`src/sv/mec_pkg.sv`:
```
// Shared types and constants for the modular exponentiation block.
// No dependencies.
`timescale 1ns / 1ps
`default_nettype none

package mec_pkg;

    localparam int FIELD_W   = 16;
    localparam int CFG_IDX_W = 1;

    // register indexes on the configuration port
    localparam logic [CFG_IDX_W-1:0] CFG_EXPONENT = 1'b0;
    localparam logic [CFG_IDX_W-1:0] CFG_MODULUS  = 1'b1;

    localparam logic [FIELD_W-1:0] EXPONENT_RESET = 16'd3;
    localparam logic [FIELD_W-1:0] MODULUS_RESET  = 16'd2773;

    typedef struct packed {
        logic [FIELD_W-1:0] value;
        logic               last;
    } t_in_beat;

    typedef struct packed {
        logic [FIELD_W-1:0] result;
        logic               last_out;
    } t_out_beat;

    // controller to datapath
    typedef struct packed {
        logic load;      // capture an input beat and the configuration
        logic step;      // one multiplier bit in both lanes
        logic reduce;    // lane A multiplies by one (initial reduction)
        logic fin;       // last bit of a pass: commit the products
        logic out_load;  // move the result into the output register
    } t_dp_cmd;

    // datapath to controller
    typedef struct packed {
        logic out_free;  // output register empty or being taken
    } t_dp_status;

endpackage

`default_nettype wire

```
`src/sv/mec_ctrl.sv`:
```
// Sequencer for the modular exponentiation block.
// Depends on mec_pkg for the command and status structs.
`timescale 1ns / 1ps
`default_nettype none

module mec_ctrl #(
    parameter int WIDTH = 16
) (
    input  wire logic                i_clk,
    input  wire logic                i_rst_n,
    input  wire logic                i_in_valid,
    output logic                     o_in_ready,
    input  wire mec_pkg::t_dp_status i_status,
    output mec_pkg::t_dp_cmd         o_cmd
);
    import mec_pkg::*;

    localparam int CW = $clog2(WIDTH);
    localparam logic [CW-1:0] LAST = CW'(WIDTH - 1);

    localparam logic [1:0] S_IDLE   = 2'd0;
    localparam logic [1:0] S_REDUCE = 2'd1;
    localparam logic [1:0] S_EXP    = 2'd2;
    localparam logic [1:0] S_DONE   = 2'd3;

    logic [1:0]    r_state, n_state;
    logic [CW-1:0] r_step,  n_step;
    logic [CW-1:0] r_round, n_round;

    always_comb begin
        n_state    = r_state;
        n_step     = r_step;
        n_round    = r_round;
        o_in_ready = 1'b0;
        o_cmd      = '0;
        case (r_state)
            S_IDLE: begin
                o_in_ready = 1'b1;
                if (i_in_valid) begin
                    o_cmd.load = 1'b1;
                    n_step     = '0;
                    n_state    = S_REDUCE;
                end
            end
            S_REDUCE: begin
                o_cmd.step   = 1'b1;
                o_cmd.reduce = 1'b1;
                if (r_step == LAST) begin
                    o_cmd.fin = 1'b1;
                    n_step    = '0;
                    n_round   = '0;
                    n_state   = S_EXP;
                end else begin
                    n_step = r_step + 1'b1;
                end
            end
            S_EXP: begin
                o_cmd.step = 1'b1;
                if (r_step == LAST) begin
                    o_cmd.fin = 1'b1;
                    n_step    = '0;
                    if (r_round == LAST) begin
                        n_state = S_DONE;
                    end else begin
                        n_round = r_round + 1'b1;
                    end
                end else begin
                    n_step = r_step + 1'b1;
                end
            end
            S_DONE: begin
                // hold until the output register can take the result
                if (i_status.out_free) begin
                    o_cmd.out_load = 1'b1;
                    n_state        = S_IDLE;
                end
            end
            default: begin
                n_state = S_IDLE;
            end
        endcase
    end

    always_ff @(posedge i_clk) begin
        if (!i_rst_n) begin
            r_state <= S_IDLE;
            r_step  <= '0;
            r_round <= '0;
        end else begin
            r_state <= n_state;
            r_step  <= n_step;
            r_round <= n_round;
        end
    end

endmodule

`default_nettype wire

```
`src/sv/mec_dp.sv`:
```
// Datapath: two bit-serial modular multipliers, operand registers and
// the output register. Depends on mec_pkg for beat and command types.
`timescale 1ns / 1ps
`default_nettype none

module mec_dp #(
    parameter int WIDTH = 16
) (
    input  wire logic                  i_clk,
    input  wire logic                  i_rst_n,
    input  wire mec_pkg::t_dp_cmd      i_cmd,
    input  wire mec_pkg::t_in_beat     i_in_beat,
    input  wire logic [mec_pkg::FIELD_W-1:0] i_exponent,
    input  wire logic [mec_pkg::FIELD_W-1:0] i_modulus,
    input  wire logic                  i_out_ready,
    output logic                       o_out_valid,
    output mec_pkg::t_out_beat         o_out_beat,
    output mec_pkg::t_dp_status        o_status
);
    import mec_pkg::*;

    localparam logic [WIDTH-1:0] ONE = {{(WIDTH-1){1'b0}}, 1'b1};
    localparam logic [WIDTH-1:0] TWO = WIDTH'(2);

    logic [WIDTH-1:0] r_exp, r_mod, r_acc, r_sq, r_pa, r_pb, r_b;
    logic             r_last;
    logic             r_out_valid;
    t_out_beat        r_out_beat;

    logic [WIDTH-1:0] mult_a;
    logic [WIDTH-1:0] nxt_pa, nxt_pb;

    // r = (2r + bit*a) mod m, with r and a below m
    function automatic logic [WIDTH-1:0] mod_step(
        input logic [WIDTH-1:0] r,
        input logic [WIDTH-1:0] a,
        input logic             b,
        input logic [WIDTH-1:0] m
    );
        logic [WIDTH:0] d;
        logic [WIDTH:0] s;
        d = {r, 1'b0};
        if (d >= {1'b0, m}) begin
            d = d - {1'b0, m};
        end
        s = {1'b0, d[WIDTH-1:0]} + (b ? {1'b0, a} : '0);
        if (s >= {1'b0, m}) begin
            s = s - {1'b0, m};
        end
        return s[WIDTH-1:0];
    endfunction

    assign mult_a = i_cmd.reduce ? ONE : r_acc;
    assign nxt_pa = mod_step(r_pa, mult_a, r_b[WIDTH-1], r_mod);
    assign nxt_pb = mod_step(r_pb, r_sq,   r_b[WIDTH-1], r_mod);

    always_ff @(posedge i_clk) begin
        if (i_cmd.load) begin
            r_exp  <= WIDTH'(i_exponent);
            r_mod  <= WIDTH'(i_modulus);
            r_b    <= WIDTH'(i_in_beat.value);
            r_last <= i_in_beat.last;
            r_acc  <= ONE;
            r_sq   <= '0;
            r_pa   <= '0;
            r_pb   <= '0;
        end else if (i_cmd.step) begin
            if (i_cmd.fin) begin
                r_pa <= '0;
                r_pb <= '0;
                if (i_cmd.reduce) begin
                    r_sq <= nxt_pa;
                    r_b  <= nxt_pa;
                end else begin
                    if (r_exp[0]) begin
                        r_acc <= nxt_pa;
                    end
                    r_sq  <= nxt_pb;
                    r_b   <= nxt_pb;
                    r_exp <= r_exp >> 1;
                end
            end else begin
                r_pa <= nxt_pa;
                r_pb <= nxt_pb;
                r_b  <= r_b << 1;
            end
        end
    end

    // output register: modulus below two gives zero
    always_ff @(posedge i_clk) begin
        if (i_cmd.out_load) begin
            r_out_beat.result   <= (r_mod < TWO) ? '0 : FIELD_W'(r_acc);
            r_out_beat.last_out <= r_last;
        end
    end

    always_ff @(posedge i_clk) begin
        if (!i_rst_n) begin
            r_out_valid <= 1'b0;
        end else if (i_cmd.out_load) begin
            r_out_valid <= 1'b1;
        end else if (i_out_ready) begin
            r_out_valid <= 1'b0;
        end
    end

    assign o_out_valid       = r_out_valid;
    assign o_out_beat        = r_out_beat;
    assign o_status.out_free = !r_out_valid || i_out_ready;

endmodule

`default_nettype wire

```
`src/sv/modular_exponentiation_cipher.sv`:
```
// Modular exponentiation block: value^exponent mod modulus, one item at a
// time, right-to-left square-and-multiply on WIDTH-bit operands. An item
// passes through an accept step, the initial reduction of the value, WIDTH
// passes over the exponent bits, and a hand-off of the result to the output
// register once that register is free. The run time is set by the pair of
// bit-serial modular multipliers, which retire one multiplier bit per cycle;
// squaring and the conditional multiply run side by side in one pass. The
// output register lets the next item start while a result waits. A modulus
// below two gives 0.
// Depends on mec_pkg, mec_ctrl and mec_dp.
`timescale 1ns / 1ps
`default_nettype none

module modular_exponentiation_cipher #(
    parameter int WIDTH = 16
) (
    input  wire logic                          i_clk,
    input  wire logic                          i_rst_n,
    input  wire logic                          i_in_valid,
    output logic                               o_in_ready,
    input  wire mec_pkg::t_in_beat             i_in_beat,
    output logic                               o_out_valid,
    input  wire logic                          i_out_ready,
    output mec_pkg::t_out_beat                 o_out_beat,
    input  wire logic                          i_cfg_we,
    input  wire logic [mec_pkg::CFG_IDX_W-1:0] i_cfg_index,
    input  wire logic [mec_pkg::FIELD_W-1:0]   i_cfg_data
);
    import mec_pkg::*;

    logic [FIELD_W-1:0] r_exponent;
    logic [FIELD_W-1:0] r_modulus;
    t_dp_cmd            cmd;
    t_dp_status         status;

    always_ff @(posedge i_clk) begin
        if (!i_rst_n) begin
            r_exponent <= EXPONENT_RESET;
            r_modulus  <= MODULUS_RESET;
        end else if (i_cfg_we) begin
            case (i_cfg_index)
                CFG_EXPONENT: r_exponent <= i_cfg_data;
                CFG_MODULUS:  r_modulus  <= i_cfg_data;
                default: begin
                end
            endcase
        end
    end

    mec_ctrl #(
        .WIDTH (WIDTH)
    ) u_ctrl (
        .i_clk      (i_clk),
        .i_rst_n    (i_rst_n),
        .i_in_valid (i_in_valid),
        .o_in_ready (o_in_ready),
        .i_status   (status),
        .o_cmd      (cmd)
    );

    mec_dp #(
        .WIDTH (WIDTH)
    ) u_dp (
        .i_clk       (i_clk),
        .i_rst_n     (i_rst_n),
        .i_cmd       (cmd),
        .i_in_beat   (i_in_beat),
        .i_exponent  (r_exponent),
        .i_modulus   (r_modulus),
        .i_out_ready (i_out_ready),
        .o_out_valid (o_out_valid),
        .o_out_beat  (o_out_beat),
        .o_status    (status)
    );

endmodule

`default_nettype wire

```
`config.mk`:
```
export PLATFORM = sky130hd
export DESIGN_NAME = modular_exponentiation_cipher
export DESIGN_NICKNAME = d
export VERILOG_FILES = /design/src/sv/mec_pkg.sv /design/src/sv/mec_ctrl.sv /design/src/sv/mec_dp.sv /design/src/sv/modular_exponentiation_cipher.sv
export SDC_FILE = /design/constraint.sdc
export NUM_CORES = 1
export LEC_CHECK = 0
export BUFFER_PORTS_ARGS = -buffer_cell sky130_fd_sc_hd__buf_4
export CAP_MARGIN = 20
export CORE_ASPECT_RATIO = 0.9
export CORE_MARGIN = 4
export CORE_UTILIZATION = 57
export DETAILED_ROUTE_END_ITERATION = 10
export HOLD_SLACK_MARGIN = 0.15
export PLACE_DENSITY_LB_ADDON = 0.05
export SETUP_SLACK_MARGIN = 0.4
export SYNTH_ARGS = -nofsm -noshare
export SYNTH_HDL_FRONTEND = slang
export SYNTH_SLANG_ARGS = --single-unit
```
`constraint.sdc`:
```
create_clock -name i_clk -period 6 [get_ports i_clk]
set_clock_uncertainty 0.1 [all_clocks]
set_input_delay 0.6 -clock i_clk [delete_from_list [all_inputs] [get_ports i_clk]]
set_output_delay 0.6 -clock i_clk [all_outputs]
set_load 0.03 [all_outputs]
```
# ---- Word level (Yosys, flattened, before mapping)
# Cells that the tools add are included.
dict set report word_totals {
  mem_bits_ro 0
  ram_bits 0
  in_bits 39
  memories 0
  word_cells 101
  latchBits 0
  reg_bits 173
  output_inout_bits 19
}
dict set report classes {
  n_eq_ne 12
  n_shift 0
  magnitude_cmp 5
  div_mod_pow 0
  n_mul 0
  addsub 8
  reduce_logical 17
  bitwise_logic 2
  n_mux 41
}
# cell count
set ops {}
lappend ops {{16-bit 2-to-1 mux} 17}
lappend ops {{17-bit by 16-bit >= comparator with 1-bit output} 4}
lappend ops {{16-bit subtractor} 4}
lappend ops {{16-bit by 16-bit adder with 17-bit output} 2}
lappend ops {{4-bit 2-to-1 mux} 5}
lappend ops {{16-bit by 2-bit less-than comparator with 1-bit output, second input constant} 1}
lappend ops {{4-bit case mux with 2 select lines} 2}
lappend ops {{1-bit 2-to-1 mux} 11}
lappend ops {{2-bit 2-to-1 mux} 5}
lappend ops {{2-bit nonzero test} 5}
lappend ops {{4-bit by 1-bit adder with 4-bit output, second input constant} 2}
lappend ops {{4-bit equality test, second input constant} 2}
lappend ops {{2-bit != test, second input constant} 4}
lappend ops {{2-bit case mux with 4 select lines} 1}
lappend ops {{2-bit AND reduction} 4}
lappend ops {{4-bit AND reduction} 2}
lappend ops {{2-bit by 1-bit != test with 1-bit output, second input constant} 3}
lappend ops {{5-bit AND reduction} 1}
lappend ops {{2-bit equality test, second input constant} 2}
lappend ops {{3-bit AND reduction} 1}
lappend ops {{2-bit by 1-bit equality test with 1-bit output, second input constant} 1}
lappend ops {{2-bit zero test} 1}
lappend ops {{1-bit NOT} 2}
lappend ops {{2-bit OR reduction} 1}
lappend ops {{other kinds (2)} 2}

# ---- Logic depth before layout (Yosys ltp)
dict set report depth {
  ltp_word 11
  ltp_mapped 28
}

# ---- Hierarchy
# From an unflattened synthesis, not the netlist that was laid out.
dict set report unflattened {
  cells_unflattened 1318
  hier_area_um2 11972.7
}
# module cells_each n_inst area_per_inst_um2 seq_area_each_um2
set by_module_without_submodules {}
lappend by_module_without_submodules {mec_dp 1111 1 10092.2 3283.1}
lappend by_module_without_submodules {modular_exponentiation_cipher 133 1 1249.9 640.6}
lappend by_module_without_submodules {mec_ctrl 74 1 630.6 200.2}

# ---- Worst setup path after synthesis
# OpenSTA, ideal clock, no wires.
dict set report synth_timing {
  kind {register to register}
  start {reg u_dp.r_mod[1]}
  end {reg u_dp.r_b[1], data pin}
  required_ns 5.645
  synth_period_minus_slack_ns 6.449
  arrival_ns 6.094
  slack_ns -0.449
  path_buffers 2
  path_stages_with_launch 26
  setup_ns 0.255
  cell_sequence {edfxtp_1 > inv_1 > ha_1 > a21o_1 > a21o_1 > a21o_1 > a221o_1 > a211oi_2 > nor2_1 > buf_6 > mux2_1 > ha_1 > a2111oi_0 > o21ai_1 > a2111oi_0 > o31ai_1 > xor2_1 > ha_1 > nand3_1 > nor4_4 > a311oi_4 > and3_1 > buf_6 > mux2i_2 > nand2_1 > a31o_1}
}
dict set report synth_via {
  elab_chain_len 9
}
# item line_no
set synth_rtl {}
lappend synth_rtl {{start: declaration} mec_dp.sv:25} ;# logic [WIDTH-1:0] r_exp, r_mod, r_acc, r_sq, r_pa, r_pb, r_b;
lappend synth_rtl {{start signal: assignment} mec_dp.sv:60} ;# r_mod <= WIDTH'(i_modulus);
lappend synth_rtl {{16-bit subtractor / 17-bit by 16-bit >= comparator with 1-bit output (equally long branches)} {mec_dp.sv:44, mec_dp.sv:43}}
lappend synth_rtl {{16-bit 2-to-1 mux} mec_dp.sv:43} ;# if (d >= {1'b0, m}) begin
lappend synth_rtl {{16-bit by 16-bit adder with 17-bit output} mec_dp.sv:46} ;# s = {1'b0, d[WIDTH-1:0]} + (b ? {1'b0, a} : '0);
lappend synth_rtl {{16-bit subtractor / 17-bit by 16-bit >= comparator with 1-bit output (equally long branches)} {mec_dp.sv:48, mec_dp.sv:47}}
lappend synth_rtl {{16-bit 2-to-1 mux} mec_dp.sv:47} ;# if (s >= {1'b0, m}) begin
lappend synth_rtl {{16-bit 2-to-1 mux (*)} mec_dp.sv:71} ;# if (i_cmd.reduce) begin
lappend synth_rtl {{16-bit 2-to-1 mux (*)} mec_dp.sv:68} ;# if (i_cmd.fin) begin
lappend synth_rtl {{16-bit 2-to-1 mux (*)} mec_dp.sv:67} ;# end else if (i_cmd.step) begin
lappend synth_rtl {{16-bit 2-to-1 mux (*)} mec_dp.sv:58} ;# if (i_cmd.load) begin
lappend synth_rtl {{end signal: assignment} mec_dp.sv:61} ;# r_b <= WIDTH'(i_in_beat.value);
lappend synth_rtl {{end signal: assignment} mec_dp.sv:73} ;# r_b <= nxt_pa;
lappend synth_rtl {{end signal: assignment} mec_dp.sv:79} ;# r_b <= nxt_pb;
lappend synth_rtl {{end: declaration} mec_dp.sv:25}
# Mark *: on every way between the ends. The rest lies on a longest branch, timed or not. The select of a mux whose other input is x is not followed.
# A chain may end at the register's enable or synchronous reset.

# ---- Worst setup path after layout
dict set report layout_timing {
  start {reg u_dp.r_mod[4]}
  end {reg u_dp.r_b[6], data pin}
}
# The elaborated chain is that of the path after synthesis.

==> flow_metrics.tcl <==
set metrics [dict create \
    status "complete, but fails checks" \
    failed_checks "setup timing" \
    hold_depth 1 \
    slowest_delay_ns 0.41 \
    nets 1942 \
    synth_most_common_cell "nand2_1" \
    synth.net_count 1563 \
    synth.largest_area_cell "dfxtp_1" \
    insertion_delay_ns 0.45 \
    grt_pass1_wl_um 66800 \
    drive_gt1_frac 0.364 \
    powerDensity_nw_per_um2 656 \
    ios 58 \
    rsz0062_at_grt "yes" \
    startpoint_type "flop" \
    ir_drop_uv 478 \
    die-area_um2 23900 \
    ys_ff_latch 173 \
    crit_fanout 7 \
    cts_tree "done" \
    drv_slew 0 \
    cp.arrival_ns 6.63 \
    syn2layout_area_growth_pct 42.8 \
    crit_type "reg2reg" \
    die_h_um 147 \
    row_count 50 \
    drtPass1Iterations 5 \
    multi_input_area_um2 8920 \
    num_antenna_cells 0 \
    fmax_ghz 0.154 \
    synth_top_area_frac 0.175 \
    antenna_found_initial 2 \
    wl_per_cell_um 21.5 \
    yosysUniqueCellTypes 88 \
    fillers 1256 \
    antenna_left 0 \
    maxCapViolCount 0 \
    cts_buffer_depth 2 \
    vias_per_cell 6.20 \
    via_count 12978 \
    relSlewSlack 0.214 \
    root_buffer "clkbuf_16" \
    slowest_stage "edfxtp_1" \
    grt_pass1_vias 12097 \
    synth-edff-count 66 \
    synthFlopType "dfxtp_1" \
    track_usage 0.356 \
    regArea_um2 4120 \
    whs_endpoint "u_dp.r_last" \
    yosysSeqAreaShare 0.336 \
    min_period_ns 6.49 \
    synth_area_leaders "dfxtp_1 (17%), edfxtp_1 (16%), ha_1 (10%), nand2_1 (6.2%), a21oi_1 (3.7%)" \
    regToRegStartpoint "u_dp.r_mod[4]" \
    synthTopCellsByCount "nand2_1 (201), dfxtp_1 (107), ha_1 (102)" \
    avgSynthCellArea_um2 8.66 \
    die_w_um 163 \
    clock_sinks 173 \
    fin_tns_setup_ns -23.46 \
    place_ws_ns -0.631 \
    min_path_type "in2reg" \
    drtIter0Drc 1435 \
    drt-total-wl_um 44900 \
    p_leak_uw 0.00784 \
    r2r_cells 26 \
    htreeDepth 4 \
    final_util 0.835 \
    critPathRequiredTime_ns 6.14 \
    portBuffers 57 \
    fin_ws_ns -0.491 \
    crit_path_end_kind "flop" \
    synth_cells 1416 \
    place_hpwl_um 33000 \
    ff2ff_setup_slack_ns -0.49 \
    r2r-end "u_dp.r_b[6]" \
    path_clk_slew_ns 0.08 \
    setup_viol_count_final 80 \
    synth_area_um2 12300 \
    drc 0 \
    start_util 0.585 \
    yosysWarnings 0 \
    place_congestion 0.989 \
    cts_buffers 17 \
    period_share 1.08 \
    worstMarginPinSlew_ns 1.17 \
    hold_viol_final 0 \
    grt_max_degree 43 \
    overflow 0 \
    synthArstFlopShare 0 \
    hold_buffers 0 \
    core_area_um2 21000 \
    worstHoldStart "i_in_beat[0]" \
]
[worst max path at each step]
stage | start | end | slack (ns) | depth (start not counted)
6_report | u_dp.r_mod[4] | u_dp.r_b[6] | -0.49 | 26
4_1_cts | u_dp.r_mod[8] | u_dp.r_b[10] | -0.28 | 27
5_1_grt | u_dp.r_mod[5] | u_dp.r_b[10] | -0.67 | 26
3_5_place_dp | u_dp.r_mod[1] | u_dp.r_b[13] | -0.63 | 26
3_3_place_gp | u_dp.r_mod[1] | u_dp.r_b[13] | -0.54 | 26
2_1_floorplan | u_dp.r_mod[1] | u_dp.r_b[1] | 0.01 | 25
[worst max-delay path: cells and delay by family, from the launching register on]
kind	cells	cell delay, ns
multiplexers	2	0.55
adder cells (fa/ha/maj)	3	0.87
AND/OR/NAND/NOR	6	0.81
buffers and inverters	3	0.47
XOR/XNOR	1	0.28
flip-flops	1	0.41
AO/OA/AOI/OAI	11	2.77
[power by group]
part / leakage (uW) / total, uW / switching, uW / internal [uW]
Combinational: 0.00604 / 8670 / 4550 / 4110
Sequential: 0.00149 / 1650 / 133 / 1520
Clock: 0.000302 / 1170 / 595 / 578
Total: 0.00784 / 11500 / 5280 / 6210
[layer usage]
layer | vias up | part of all wire | track usage
li1 | 5966 | - | -
met1 | 6135 | 0.42 | 0.512
met2 | 742 | 0.43 | 0.522
met3 | 133 | 0.10 | 0.0813
met4 | 2 | 0.043 | 0.141
met5 | - | 0.00038 | 0
[layout make-up]
class | instances | share of cell area
inverters | 49 | 0.0106
well taps | 286 | 0.0204
repair buffers | 408 | 0.188
clock inverters | 15 | 0.0114
multi-input cells | 1146 | 0.509
flip-flops and latches | 173 | 0.236
clock buffers | 17 | 0.0243
[timing repair]
action,in CTS,in global routing
buffers inserted,24,33
endpoints found under the hold margin,0,0
cloned,0,0
gates resized for setup,156,100
setup endpoints to repair,80,80
pin swaps,81,74
[registers in the layout, indices dropped and copies added, names as in the netlist]
signal	count
u_dp.o_out_valid	1
u_dp.r_sq	16
u_ctrl.r_step	4
r_modulus	16
u_dp.o_out_beat	17
u_dp.r_b	16
u_dp.r_exp	16
r_exponent	16
u_dp.r_pb	16
u_dp.r_pa	16
u_dp.r_last	1
u_ctrl.r_state	2
u_ctrl.r_round	4
u_dp.r_mod	16
u_dp.r_acc	16
[per-stage QoR]
step | cell area [um^2] | cells | total power (uW) | hold slack, ns
2_1_floorplan | 12500 | 1416 | 5410 | 0.300
3_3_place_gp | 15300 | 2004 | 8210 | 0.301
3_5_place_dp | 15300 | 2004 | 8320 | 0.308
4_1_cts | 16800 | 2060 | 10400 | 0.224
5_1_grt | 17500 | 2094 | 12000 | 0.223
6_report | 17500 | 2094 | 11500 | 0.230
[cell families (layout without fill, tap and decap cells)]
kind of cell,after synthesis,count (layout),synth area share
XOR/XNOR,60,60,0.0429
AO/OA/AOI/OAI,427,427,0.240
AND/OR/NAND/NOR,509,509,0.197
multiplexers,42,42,0.0379
adder cells (fa/ha/maj),108,108,0.114
flip-flops,173,173,0.336
buffers and inverters,97,489,0.0321
[cells in the final DEF (no fill, tap or decap), types with 12 or more instances in the layout]
master	n
nand4_1	13
clkbuf_16	17
nand3_1	33
o21bai_1	12
nor3_1	17
dfxtp_1	107
buf_6	37
and3_1	18
edfxtp_1	66
a21boi_0	26
mux2_2	17
and2_1	57
inv_1	39
a211oi_2	20
buf_4	362
a21oi_2	22
nor2_1	92
nand2_1	198
o21a_1	12
a21oi_1	65
o21ai_1	32
a21o_1	38
o21ai_2	18
xnor2_1	37
ha_4	15
ha_1	84
xor2_1	19
o21ai_0	34
nor2b_1	14
No activity file was read; power rests on OpenSTA's default activity.
